===== config.mk =====
export PLATFORM = sky130hd
export DESIGN_NAME = sensor_packet_validator
export DESIGN_NICKNAME = d
export VERILOG_FILES = /design/src/rtl/spv_pkg.sv /design/src/rtl/sensor_packet_validator.sv
export SDC_FILE = /design/constraint.sdc
export NUM_CORES = 1
export LEC_CHECK = 0
export ABC_CLOCK_PERIOD_IN_PS = 4300
export BUFFER_PORTS_ARGS = -buffer_cell sky130_fd_sc_hd__buf_2
export CAP_MARGIN = 20
export CELL_PAD_IN_SITES_DETAIL_PLACEMENT = 0
export CELL_PAD_IN_SITES_GLOBAL_PLACEMENT = 1
export CORE_ASPECT_RATIO = 1.1
export CORE_MARGIN = 3
export CORE_UTILIZATION = 47
export CTS_BUF_LIST = sky130_fd_sc_hd__clkbuf_2
export DETAILED_ROUTE_END_ITERATION = 16
export GPL_TIMING_DRIVEN = 1
export HOLD_SLACK_MARGIN = 0.02
export MAX_ROUTING_LAYER = met4
export PLACE_DENSITY = 0.94
export REMOVE_ABC_BUFFERS = 1
export SLEW_MARGIN = 25
export SYNTH_ARGS = -nofsm -noshare
export SYNTH_HDL_FRONTEND = slang
export SYNTH_SLANG_ARGS = --single-unit

===== constraint.sdc =====
create_clock -name clk -period 4.3 [get_ports clk]
set_input_delay 0.215 -clock clk [delete_from_list [all_inputs] [get_ports clk]]
set_output_delay 0.215 -clock clk [all_outputs]
set_load 0.01 [all_outputs]

===== src/rtl/spv_pkg.sv =====
package spv_pkg;

  localparam int unsigned COUNT_W = 6;
  localparam logic [COUNT_W-1:0] COUNT_MAX = 6'd63;

  // packet and payload sizes of the three formats
  localparam logic [COUNT_W-1:0] OLD_PACKET_LEN    = 6'd32;
  localparam logic [COUNT_W-1:0] NEW_PACKET_LEN    = 6'd48;
  localparam logic [COUNT_W-1:0] HEALTH_PACKET_LEN = 6'd28;
  localparam logic [15:0] OLD_PAYLOAD_LEN    = 16'd24;
  localparam logic [15:0] NEW_PAYLOAD_LEN    = 16'd40;
  localparam logic [15:0] HEALTH_PAYLOAD_LEN = 16'd20;

  // header byte offsets
  localparam logic [COUNT_W-1:0] OFS_MAGIC_LO = 6'd0;
  localparam logic [COUNT_W-1:0] OFS_MAGIC_HI = 6'd1;
  localparam logic [COUNT_W-1:0] OFS_VERSION  = 6'd2;
  localparam logic [COUNT_W-1:0] OFS_KIND     = 6'd3;
  localparam logic [COUNT_W-1:0] OFS_PLEN_LO  = 6'd4;
  localparam logic [COUNT_W-1:0] OFS_PLEN_HI  = 6'd5;

  typedef enum logic [2:0] {
    VERDICT_OK       = 3'd0,
    VERDICT_LENGTH   = 3'd1,
    VERDICT_MAGIC    = 3'd2,
    VERDICT_VERSION  = 3'd3,
    VERDICT_KIND     = 3'd4,
    VERDICT_PAYLOAD  = 3'd5,
    VERDICT_CHECKSUM = 3'd6
  } verdict_t;

  typedef enum logic [2:0] {
    REG_FRAME_MAGIC = 3'd0,
    REG_OLD_VERSION = 3'd1,
    REG_NEW_VERSION = 3'd2,
    REG_SAMPLE_KIND = 3'd3,
    REG_HEALTH_KIND = 3'd4
  } reg_index_t;

endpackage


===== src/rtl/sensor_packet_validator.sv =====
// the verdict is registered and reaches the output in the cycle after the last byte of a packet is accepted
// throughput: one byte per cycle; header capture, checksum add and verdict all fit in one pass
// a last byte waits only while a previous verdict sits stalled in the output register
// reset: synchronous, active high; clears the packet state and output valid,
// and returns the configuration registers to their default values
module sensor_packet_validator (
  input  logic        clk,
  input  logic        rst,
  input  logic        in_valid,
  output logic        in_stall,
  input  logic [7:0]  data_byte,
  input  logic        end_of_packet,
  output logic        out_valid,
  input  logic        out_stall,
  output logic [2:0]  verdict,
  output logic [7:0]  seen_version,
  output logic [7:0]  seen_kind,
  output logic [15:0] seen_payload_len,
  output logic [5:0]  total_bytes,
  input  logic        cfg_valid,
  output logic        cfg_ready,
  input  logic [2:0]  cfg_index,
  input  logic [15:0] cfg_data
);

  logic [15:0] frame_magic;
  logic [7:0]  old_version;
  logic [7:0]  new_version;
  logic [7:0]  sample_kind;
  logic [7:0]  health_kind;

  logic [spv_pkg::COUNT_W-1:0] byte_count, byte_count_next;
  logic [15:0] running_sum, running_sum_next;
  logic [15:0] held_magic, held_magic_next;
  logic [7:0]  held_version, held_version_next;
  logic [7:0]  held_kind, held_kind_next;
  logic [15:0] held_payload_len, held_payload_len_next;
  logic [15:0] trailer_delay, trailer_delay_next;

  spv_pkg::verdict_t verdict_reg, verdict_next;
  logic in_acc;

  assign cfg_ready = 1'b1;
  // only a last byte needs room in the output register
  assign in_stall  = out_valid && out_stall && end_of_packet;
  assign in_acc    = in_valid && !in_stall;

  always_ff @(posedge clk) begin
    if (rst) begin
      frame_magic <= 16'd0;
      old_version <= 8'd1;
      new_version <= 8'd2;
      sample_kind <= 8'd1;
      health_kind <= 8'd2;
    end else if (cfg_valid && cfg_ready) begin
      case (cfg_index)
        spv_pkg::REG_FRAME_MAGIC: frame_magic <= cfg_data;
        spv_pkg::REG_OLD_VERSION: old_version <= cfg_data[7:0];
        spv_pkg::REG_NEW_VERSION: new_version <= cfg_data[7:0];
        spv_pkg::REG_SAMPLE_KIND: sample_kind <= cfg_data[7:0];
        spv_pkg::REG_HEALTH_KIND: health_kind <= cfg_data[7:0];
        default: ;
      endcase
    end
  end

  always_comb begin
    held_magic_next       = held_magic;
    held_version_next     = held_version;
    held_kind_next        = held_kind;
    held_payload_len_next = held_payload_len;
    case (byte_count)
      spv_pkg::OFS_MAGIC_LO: held_magic_next[7:0]        = data_byte;
      spv_pkg::OFS_MAGIC_HI: held_magic_next[15:8]       = data_byte;
      spv_pkg::OFS_VERSION:  held_version_next           = data_byte;
      spv_pkg::OFS_KIND:     held_kind_next              = data_byte;
      spv_pkg::OFS_PLEN_LO:  held_payload_len_next[7:0]  = data_byte;
      spv_pkg::OFS_PLEN_HI:  held_payload_len_next[15:8] = data_byte;
      default: ;
    endcase
    // a byte joins the sum once two newer bytes have pushed it out of the trailer window
    if (byte_count >= spv_pkg::OFS_VERSION) begin
      running_sum_next = running_sum + {8'd0, trailer_delay[7:0]};
    end else begin
      running_sum_next = running_sum;
    end
    trailer_delay_next = {data_byte, trailer_delay[15:8]};
    if (byte_count != spv_pkg::COUNT_MAX) begin
      byte_count_next = byte_count + 6'd1;
    end else begin
      byte_count_next = byte_count;
    end
  end

  logic len_ok, is_old, is_new, is_sample, is_health;
  logic health_ok, old_ok, new_ok;

  always_comb begin
    len_ok    = (byte_count_next == spv_pkg::OLD_PACKET_LEN) ||
                (byte_count_next == spv_pkg::NEW_PACKET_LEN) ||
                (byte_count_next == spv_pkg::HEALTH_PACKET_LEN);
    is_old    = held_version_next == old_version;
    is_new    = held_version_next == new_version;
    is_sample = held_kind_next == sample_kind;
    is_health = held_kind_next == health_kind;
    health_ok = is_new && (byte_count_next == spv_pkg::HEALTH_PACKET_LEN) &&
                (held_payload_len_next == spv_pkg::HEALTH_PAYLOAD_LEN);
    old_ok    = !is_old || ((byte_count_next == spv_pkg::OLD_PACKET_LEN) &&
                (held_payload_len_next == spv_pkg::OLD_PAYLOAD_LEN));
    new_ok    = !is_new || ((byte_count_next == spv_pkg::NEW_PACKET_LEN) &&
                (held_payload_len_next == spv_pkg::NEW_PAYLOAD_LEN));
    if (!len_ok) begin
      verdict_next = spv_pkg::VERDICT_LENGTH;
    end else if (held_magic_next != frame_magic) begin
      verdict_next = spv_pkg::VERDICT_MAGIC;
    end else if (!is_old && !is_new) begin
      verdict_next = spv_pkg::VERDICT_VERSION;
    end else if (!is_sample && !is_health) begin
      verdict_next = spv_pkg::VERDICT_KIND;
    end else if (is_health ? !health_ok : !(old_ok && new_ok)) begin
      verdict_next = spv_pkg::VERDICT_PAYLOAD;
    end else if (trailer_delay_next != running_sum_next) begin
      verdict_next = spv_pkg::VERDICT_CHECKSUM;
    end else begin
      verdict_next = spv_pkg::VERDICT_OK;
    end
  end

  always_ff @(posedge clk) begin
    if (rst) begin
      byte_count       <= '0;
      running_sum      <= 16'd0;
      held_magic       <= 16'd0;
      held_version     <= 8'd0;
      held_kind        <= 8'd0;
      held_payload_len <= 16'd0;
      trailer_delay    <= 16'd0;
    end else if (in_acc) begin
      if (end_of_packet) begin
        byte_count       <= '0;
        running_sum      <= 16'd0;
        held_magic       <= 16'd0;
        held_version     <= 8'd0;
        held_kind        <= 8'd0;
        held_payload_len <= 16'd0;
        trailer_delay    <= 16'd0;
      end else begin
        byte_count       <= byte_count_next;
        running_sum      <= running_sum_next;
        held_magic       <= held_magic_next;
        held_version     <= held_version_next;
        held_kind        <= held_kind_next;
        held_payload_len <= held_payload_len_next;
        trailer_delay    <= trailer_delay_next;
      end
    end
  end

  always_ff @(posedge clk) begin
    if (rst) begin
      out_valid <= 1'b0;
    end else if (in_acc && end_of_packet) begin
      out_valid <= 1'b1;
    end else if (!out_stall) begin
      out_valid <= 1'b0;
    end
  end

  always_ff @(posedge clk) begin
    if (in_acc && end_of_packet) begin
      verdict_reg      <= verdict_next;
      seen_version     <= held_version_next;
      seen_kind        <= held_kind_next;
      seen_payload_len <= held_payload_len_next;
      total_bytes      <= byte_count_next;
    end
  end

  assign verdict = verdict_reg;

  a_last_clears: assert property (@(posedge clk) disable iff (rst)
    in_acc && end_of_packet |=> byte_count == '0 && running_sum == 16'd0)
    else $error("packet state not cleared after last item");

  a_count_step: assert property (@(posedge clk) disable iff (rst)
    in_acc && !end_of_packet && byte_count != spv_pkg::COUNT_MAX
    |=> byte_count == $past(byte_count) + 6'd1)
    else $error("byte count did not advance");

  a_result_follows: assert property (@(posedge clk) disable iff (rst)
    in_acc && end_of_packet |=> out_valid)
    else $error("no result after last item");

  a_ok_length: assert property (@(posedge clk) disable iff (rst)
    out_valid && verdict == spv_pkg::VERDICT_OK
    |-> total_bytes == spv_pkg::OLD_PACKET_LEN || total_bytes == spv_pkg::NEW_PACKET_LEN ||
        total_bytes == spv_pkg::HEALTH_PACKET_LEN)
    else $error("ok verdict with illegal length");

endmodule


==> summary.md, run 1 <==
| Metric | Value |
|---|---|
| Status | finished, final reports clean |
| Comb power frac | 10.9% |
| Skew-Pair Late Insertion Delay | 800 ps |
| Worst endpoint data arrival time | 4170 ps |
| Post-CTS setup buffers | 0 |
| Setup TNS | 0 ps |
| Synth top area cells | dfxtp_1 (29%), edfxtp_1 (13%), nand2_1 (6.5%) |
| Layout cells sized above 1 | 13.6% |
| Yosys top cell area share | 29.1% |
| DIE HEIGHT | between 150 and 200 um |
| Port-buffer cells | 75 |
| WL/cell | 18.5 um |
| H-tree Lvls | 4 |
| Post-CTS sizing | 0 |
| Crit path kind | flip-flop to flip-flop |
| Worst-Margin Slew | 1030 ps |
| Register clock-pin slew on the reported worst setup and hold paths | 290 ps |
| Layout filler cell count | approximately 1800 |
| DR vias | between 8000 and 9000 |
| Max-Cap Viols | 0 |
| Hpwl dp | 18.3 mm |
| Cells after synthesis | 1094 |
| Final worst clock skew | roughly 43 ps |
| Min Clock Period, post-route | 3590 ps |
| CTS root buffer | clkbuf_2 |
| Sw frac | 30.2% |
| GRT overflow | 0 |
| Initial DRT Pass Iterations | 6 |
| CTS Buffer Depth | 2 |
| Final setup fails | 0 |
| Via/cell ratio | 5.92 |
| Layout area overhead | 12.0% |
| Post-synth EDFFs | 41 |
| All-layer global routing usage | 25.3% |
| Period utilization | 83.6% |
| Total Power | 2.99 mW |
| Cell internal pwr | roughly 2.1 mW |
| Slew headroom | 31.5% |
| Iter 0 DRT Violations | roughly 800 |
| Power density over the cells | about 290 nW/um^2 |
| Worst path required time | 4880 ps |
| Nets | 1212 |
| Vias in the first global route | 7962 |
| Top post-synthesis cells by count | nand2_1 (161), dfxtp_1 (135), nor2_1 (115) |
| RSZ-0062 raised after global routing | no |
| Sw Pwr | between 0.9 and 1 mW |
| Startpoint Class | flip-flop |
| Starting Density | 48.3% |
| Mapped cell area | 9290 um^2 |
| Sequential area share after synthesis | 42.3% |
| CP Capture Type | flip-flop |
| HP Class | primary input to flip-flop |
| Placed Instance Area | 9760 um^2 |
| Pin count of the biggest net entering global routing | 87 |
| Syn Area/Cell | about 8.5 um^2 |
| Pre-CTS WS | 761 ps |
| Post-synth top area cell | dfxtp_1 |
| Yosys warnings | 0 |
| Total Die Area | 21500 um^2 |
| Max Slew Vio Count | 0 |
| Clock share of power | 30.4% |
| FFs w/ async S/R, synth | 0% |
| Worst Path Max Fanout | 19 |
| Number of clock sinks | 176 |
| Final hold vios | 0 |
| Num CTS Buffers | 17 |
| Final WS setup | between 700 and 800 ps |
| Die width | 140 um |
| Top_reg_cell synth | dfxtp_1 |
| Yosys reg bits | around 180 |
| Design Area, Final | roughly 10000 um^2 |
| Global-route wire length before repair | 42.8 mm |
| I/O pin count | 77 |
| Pleak | 3.89 nW |
| Worst vdd ir | approximately 0.00015 V |
| Netlist cell types | 85 |
| CTS tree | built |
| Total Routed Length | roughly 26 mm |
| Max Clk Rate | 278 MHz |
| Worst hold slack | 94.7 ps |
| Routed Antenna Nets | 0 |
| Rows | 53 |
| DRC Markers | 0 |
| Routability cong. | 0.908 |
| Core area | between 15000 and 20000 um^2 |
| Sequential power share | 58.7% |
| Most frequent cell after synthesis | nand2_1 |
| Initial antenna violation count | 1 |
==> worst max-delay path, cell delays in order, from the launching register on <==
cell      delay [ps]
dfxtp_1          500
nor4_4           930
and2_1           540
mux2_2           280
o211ai_1         110
a211oi_2         440
o211ai_1         210
a311oi_1         300
a211oi_2          80
==> cell families (layout without fill, tap and decap cells) <==
family | Yosys count | after routing | synth area share [%]
xor gates and xnor gates | 57 | 57 | 5.37
AOI/OAI and AO/OA | 292 | 292 | 21.3
muxes | 29 | 29 | 3.39
other | 1 | 3 | 0.0404
and+or+nand+nor | 415 | 415 | 21.1
DFF | 176 | 176 | 42.3
adders and majority gates | 13 | 13 | 1.83
buffers and inverters | 111 | 196 | 4.69
==> power groups by stage <==
stage	Sequential (mW)	Clock (mW)	Combinational (mW)
floorplan	1.78	0	0.153
global placement	1.78	0	0.299
detailed placement	1.78	0	0.301
CTS	1.75	0.924	0.323
global route	1.76	0.994	0.355
finish	1.75	0.909	0.326
==> path summary, 6_finish.rpt <==
kind / endpoint / cells after the start / from / slack (ps)
hold reg to reg: trailer_delay[10]$_SDFFE_PP0P_ / 2 / trailer_delay[10]$_SDFFE_PP0P_ / 470
setup / recovery: verdict[1]$_SDFFCE_PP0P_ / 8 / byte_count[5]$_SDFFE_PP0P_ / 710
hold / removal: trailer_delay[10]$_SDFFE_PP0P_ / 4 / data_byte[2] / 90
setup reg to reg: verdict[1]$_SDFFCE_PP0P_ / 8 / byte_count[5]$_SDFFE_PP0P_ / 710
==> cells in the final DEF (no fill, tap or decap), drive strengths merged, types with 17 or more instances in the layout <==
master | synthesis | layout
inv | 41 | 50
clkbuf | 58 | 17
dfxtp | 135 | 135
nand2 | 162 | 162
edfxtp | 41 | 41
xnor2 | 30 | 30
dlygate4sd3 | 0 | 39
a22oi | 66 | 66
mux2 | 17 | 17
nor2 | 116 | 116
xor2 | 27 | 27
a21oi | 84 | 84
o21ai | 48 | 48
buf | 10 | 82
==> layer usage <==
layer	share of wire, %	GRT usage, %	up-vias
met5	0	-	-
met4	2.8	9.83	0
met3	7.1	4.35	68
met2	45	37.8	363
met1	45	34.4	3944
li1	-	-	4072
==> area by class of cell <==
| cell class | count | area [um^2] | area share (%) |
|---|---|---|---|
| multi-input combinational | 807 | 4930 | 47.3 |
| sequential | 176 | 3930 | 37.8 |
| timing repair buffer | 121 | 821 | 7.89 |
| tap | 247 | 309 | 2.97 |
| clock inverter | 15 | 166 | 1.60 |
| inverter | 43 | 161 | 1.55 |
| clock buffer | 17 | 85.1 | 0.817 |
| antenna | 2 | 5.00 | 0.0481 |
==> timing repair <==
action | in CTS | in global routing
hold endpoints to repair | 103 | 0
hold buffers | 39 | 0
endpoints found under the setup margin | 0 | 0
==> through the flow <==
step,cells,util [%]
after floorplan,1026,-
after global placement,1355,50.8
after detailed placement,1355,50.8
after CTS,1426,54.1
after global routing,1428,54.1
final,1428,54.1
Note: power is estimated with default switching activity, not from simulation.
==> inputs of run 2 (changes only) <==
--- a/config.mk
+++ b/config.mk
@@ -5,7 +5,7 @@
 export SDC_FILE = /design/constraint.sdc
 export NUM_CORES = 1
 export LEC_CHECK = 0
-export ABC_CLOCK_PERIOD_IN_PS = 4300
+export ABC_CLOCK_PERIOD_IN_PS = 3600
 export BUFFER_PORTS_ARGS = -buffer_cell sky130_fd_sc_hd__buf_2
 export CAP_MARGIN = 20
 export CELL_PAD_IN_SITES_DETAIL_PLACEMENT = 0
==> constraint.sdc (replaced) <==
create_clock -name clk -period 3.6 [get_ports clk]
set_input_delay 0.18 -clock clk [delete_from_list [all_inputs] [get_ports clk]]
set_output_delay 0.18 -clock clk [all_outputs]
set_load 0.01 [all_outputs]
==> summary.md, run 2 (same netlist as run 1, synthesis figures left out) <==
| Metric | Value |
|---|---|
| Initial antenna violation count | 1 (unchanged) |
| Total Routed Length | 27.1 mm (+2.4%) |
| Fin cells | 1447 (+1.3%) |
| FF-to-FF Start | byte_count[5]$_SDFFE_PP0P_ |
| WL/cell | 18.7 um (+1.0%) |
| Buf/Inv on CP | 1 (+1) |
| All-layer global routing usage | 24.9% (-0.36 points) |
| DR vias | 8600 (+1.8%) |
| Worst path required time | 4180 ps (-700 ps) |
| Min Clock Period, post-route | 3360 ps (-235 ps) |
| Via/cell ratio | 5.94 (+0.47%) |
| Port-buffer cells | 75 (unchanged) |
| CTS tree | built |
| DIE HEIGHT | 153 um (unchanged) |
| Worst path max stage delay | 690 ps (-240 ps) |
| Die width | 140 um (unchanged) |
| Most frequent cells in the layout | nand2_1 (159), dfxtp_1 (135), nor2_1 (114), a21oi_1 (83), buf_2 (74) |
| Routed Antenna Nets | 0 (unchanged) |
| CP Capture Type | flip-flop |
| Worst-path cell chain | nor4_4 -> nand2_2 -> mux2_4 -> xor2_1 -> nor4_2 -> buf_4 -> a21oi_2 -> a311oi_1 -> a211oi_2 |
| Inst Count DP | 1363 (+0.59%) |
| Layout area overhead | 14.2% |
| Max-Cap Viols | 0 (unchanged) |
| Rows | 53 (unchanged) |
| Power density over the cells | 340 nW/um^2 (+18%) |
| Core area | 19200 um^2 (unchanged) |
| Starting Density | 48.3% (unchanged) |
| CP startpoint | byte_count[5]$_SDFFE_PP0P_ |
| Startpoint Class | flip-flop |
| H-tree Lvls | 4 (unchanged) |
| Hold path start | end_of_packet |
| HP Class | primary input to flip-flop |
| Total Power | 3.61 mW (+21%) |
| Max Slew Vio Count | 0 (unchanged) |
| Final Util | 55.2% (+1.0 points) |
| Final WS setup | 240 ps (-465 ps) |
| Pleak | 3.99 nW (+2.6%) |
| CTS Buffer Depth | 2 (unchanged) |
| Register clock-pin slew on the reported worst setup and hold paths | 290 ps (about the same) |
| Num CTS Buffers | 17 (unchanged) |
| Pre-CTS WS | 240 ps (-521 ps) |
| Status | finished, final reports clean |
| Number of clock sinks | 176 (unchanged) |
| Final worst clock skew | 59.4 ps (+16.1 ps) |
| Period utilization | 93.3% (+9.7 points) |
| Hpwl dp | 18.5 mm (+0.90%) |
| Initial DRT Pass Iterations | 5 (-1) |
| DRC Markers | 0 (unchanged) |
| Worst-Margin Slew | 955 ps (-72.4 ps) |
| Worst vdd ir | 0.000176 V (+17%) |
| Worst endpoint data arrival time | 3940 ps (-230 ps) |
| GRT overflow | 0 (unchanged) |
| Global-route wire length before repair | 41.9 mm (-2.2%) |
| Commonest non-fill, non-tap cell in the layout | nand2_1 |
| Setup slack, reg-to-reg | 240 ps (-460 ps) |
| I/O pin count | 77 (unchanged) |
| Layout filler cell count | 1809 (-1.8%) |
| CP delay by family, top | simple AND/OR/NAND/NOR gates |
| Skew-Pair Late Insertion Delay | 790 ps (about the same) |
| Layout cells sized above 1 | 14.3% (+0.77 points) |
| Total Die Area | 21500 um^2 (unchanged) |
| Final hold vios | 0 (unchanged) |
| Worst hold slack | 81.4 ps (-13.4 ps) |
| Worst Path Max Fanout | 14 (-5) |
| Iter 0 DRT Violations | 782 (-3.7%) |
| Pin count of the biggest net entering global routing | 86 (-1.1%) |
| Placed Instance Area | 9820 um^2 (+0.62%) |
| Vias in the first global route | 7930 (-0.40%) |
| Nets | 1232 (+1.7%) |
| CP max-delay cell | nor4_4 |
| Final setup fails | 0 (unchanged) |
| WP depth | 9 (+1) |
| Routability cong. | 0.929 (+2.3%) |
| Crit path kind | flip-flop to flip-flop |
| Setup TNS | 0 ps (unchanged) |
| Max Clk Rate | 298 MHz (+7.0%) |
| Worst R2R Path Depth | 9 (+1) |
| Worst Hold Endpoint | trailer_delay[2]$_SDFFE_PP0P_ |
| Hold depth | 4 (unchanged) |
| Slew headroom | 36.3% (+4.8 points) |
| Design Area, Final | 10600 um^2 (+1.9%) |
| RR Endpoint | verdict[1]$_SDFFCE_PP0P_ |
| CTS root buffer | clkbuf_2 |
[run 2: routing by layer]
metal	GRT usage, %	vias to the layer above	part of all wire, %
met4	6.97	0	2.2
met5	-	-	0
li1	-	4113	-
met2	39.1	358	47
met1	33.2	4079	44
met3	4.69	50	7.1
[run 2: worst max-delay path by stage]
stage	slack (ps)	to
floorplan	580	byte_count[1]$_SDFFE_PP0P_
global placement	320	verdict[2]$_SDFFCE_PP0P_
detailed placement	240	verdict[2]$_SDFFCE_PP0P_
CTS	220	verdict[2]$_SDFFCE_PP0P_
global route	-20	verdict[2]$_SDFFCE_PP0P_
finish	240	verdict[1]$_SDFFCE_PP0P_
[run 2: worst min-delay path: cells and delay by family]
kind / cells / cell delay (ps)
compound gates: 1 / 50
simple gates: 1 / 160
buf+inv: 2 / 470
[run 2: area by class of cell]
class	count	area (um^2)	share of cell area, %
inverters	43	161	1.52
flip-flops and latches	176	3930	37.1
diodes	1	2.50	0.0236
clock inverters	14	166	1.57
clock buffers	18	90.1	0.849
well taps	247	309	2.91
multi-input cells	807	4930	46.5
repair buffers	141	1010	9.51
[run 2: power breakdown]
part           leakage (nW)  total, mW  switching, mW  internal [mW]
Combinational          2.35      0.404          0.257          0.147
Clock                 0.157       1.11          0.812          0.298
Sequential             1.49       2.09         0.0296           2.06
[run 2: repair_timing]
action                                 4_1_cts  5_1_grt
hold buffers                                49        0
gates resized for setup                      0        2
setup endpoints to repair                    0        2
endpoints found under the hold margin      133        0
setup buffers                                0        1
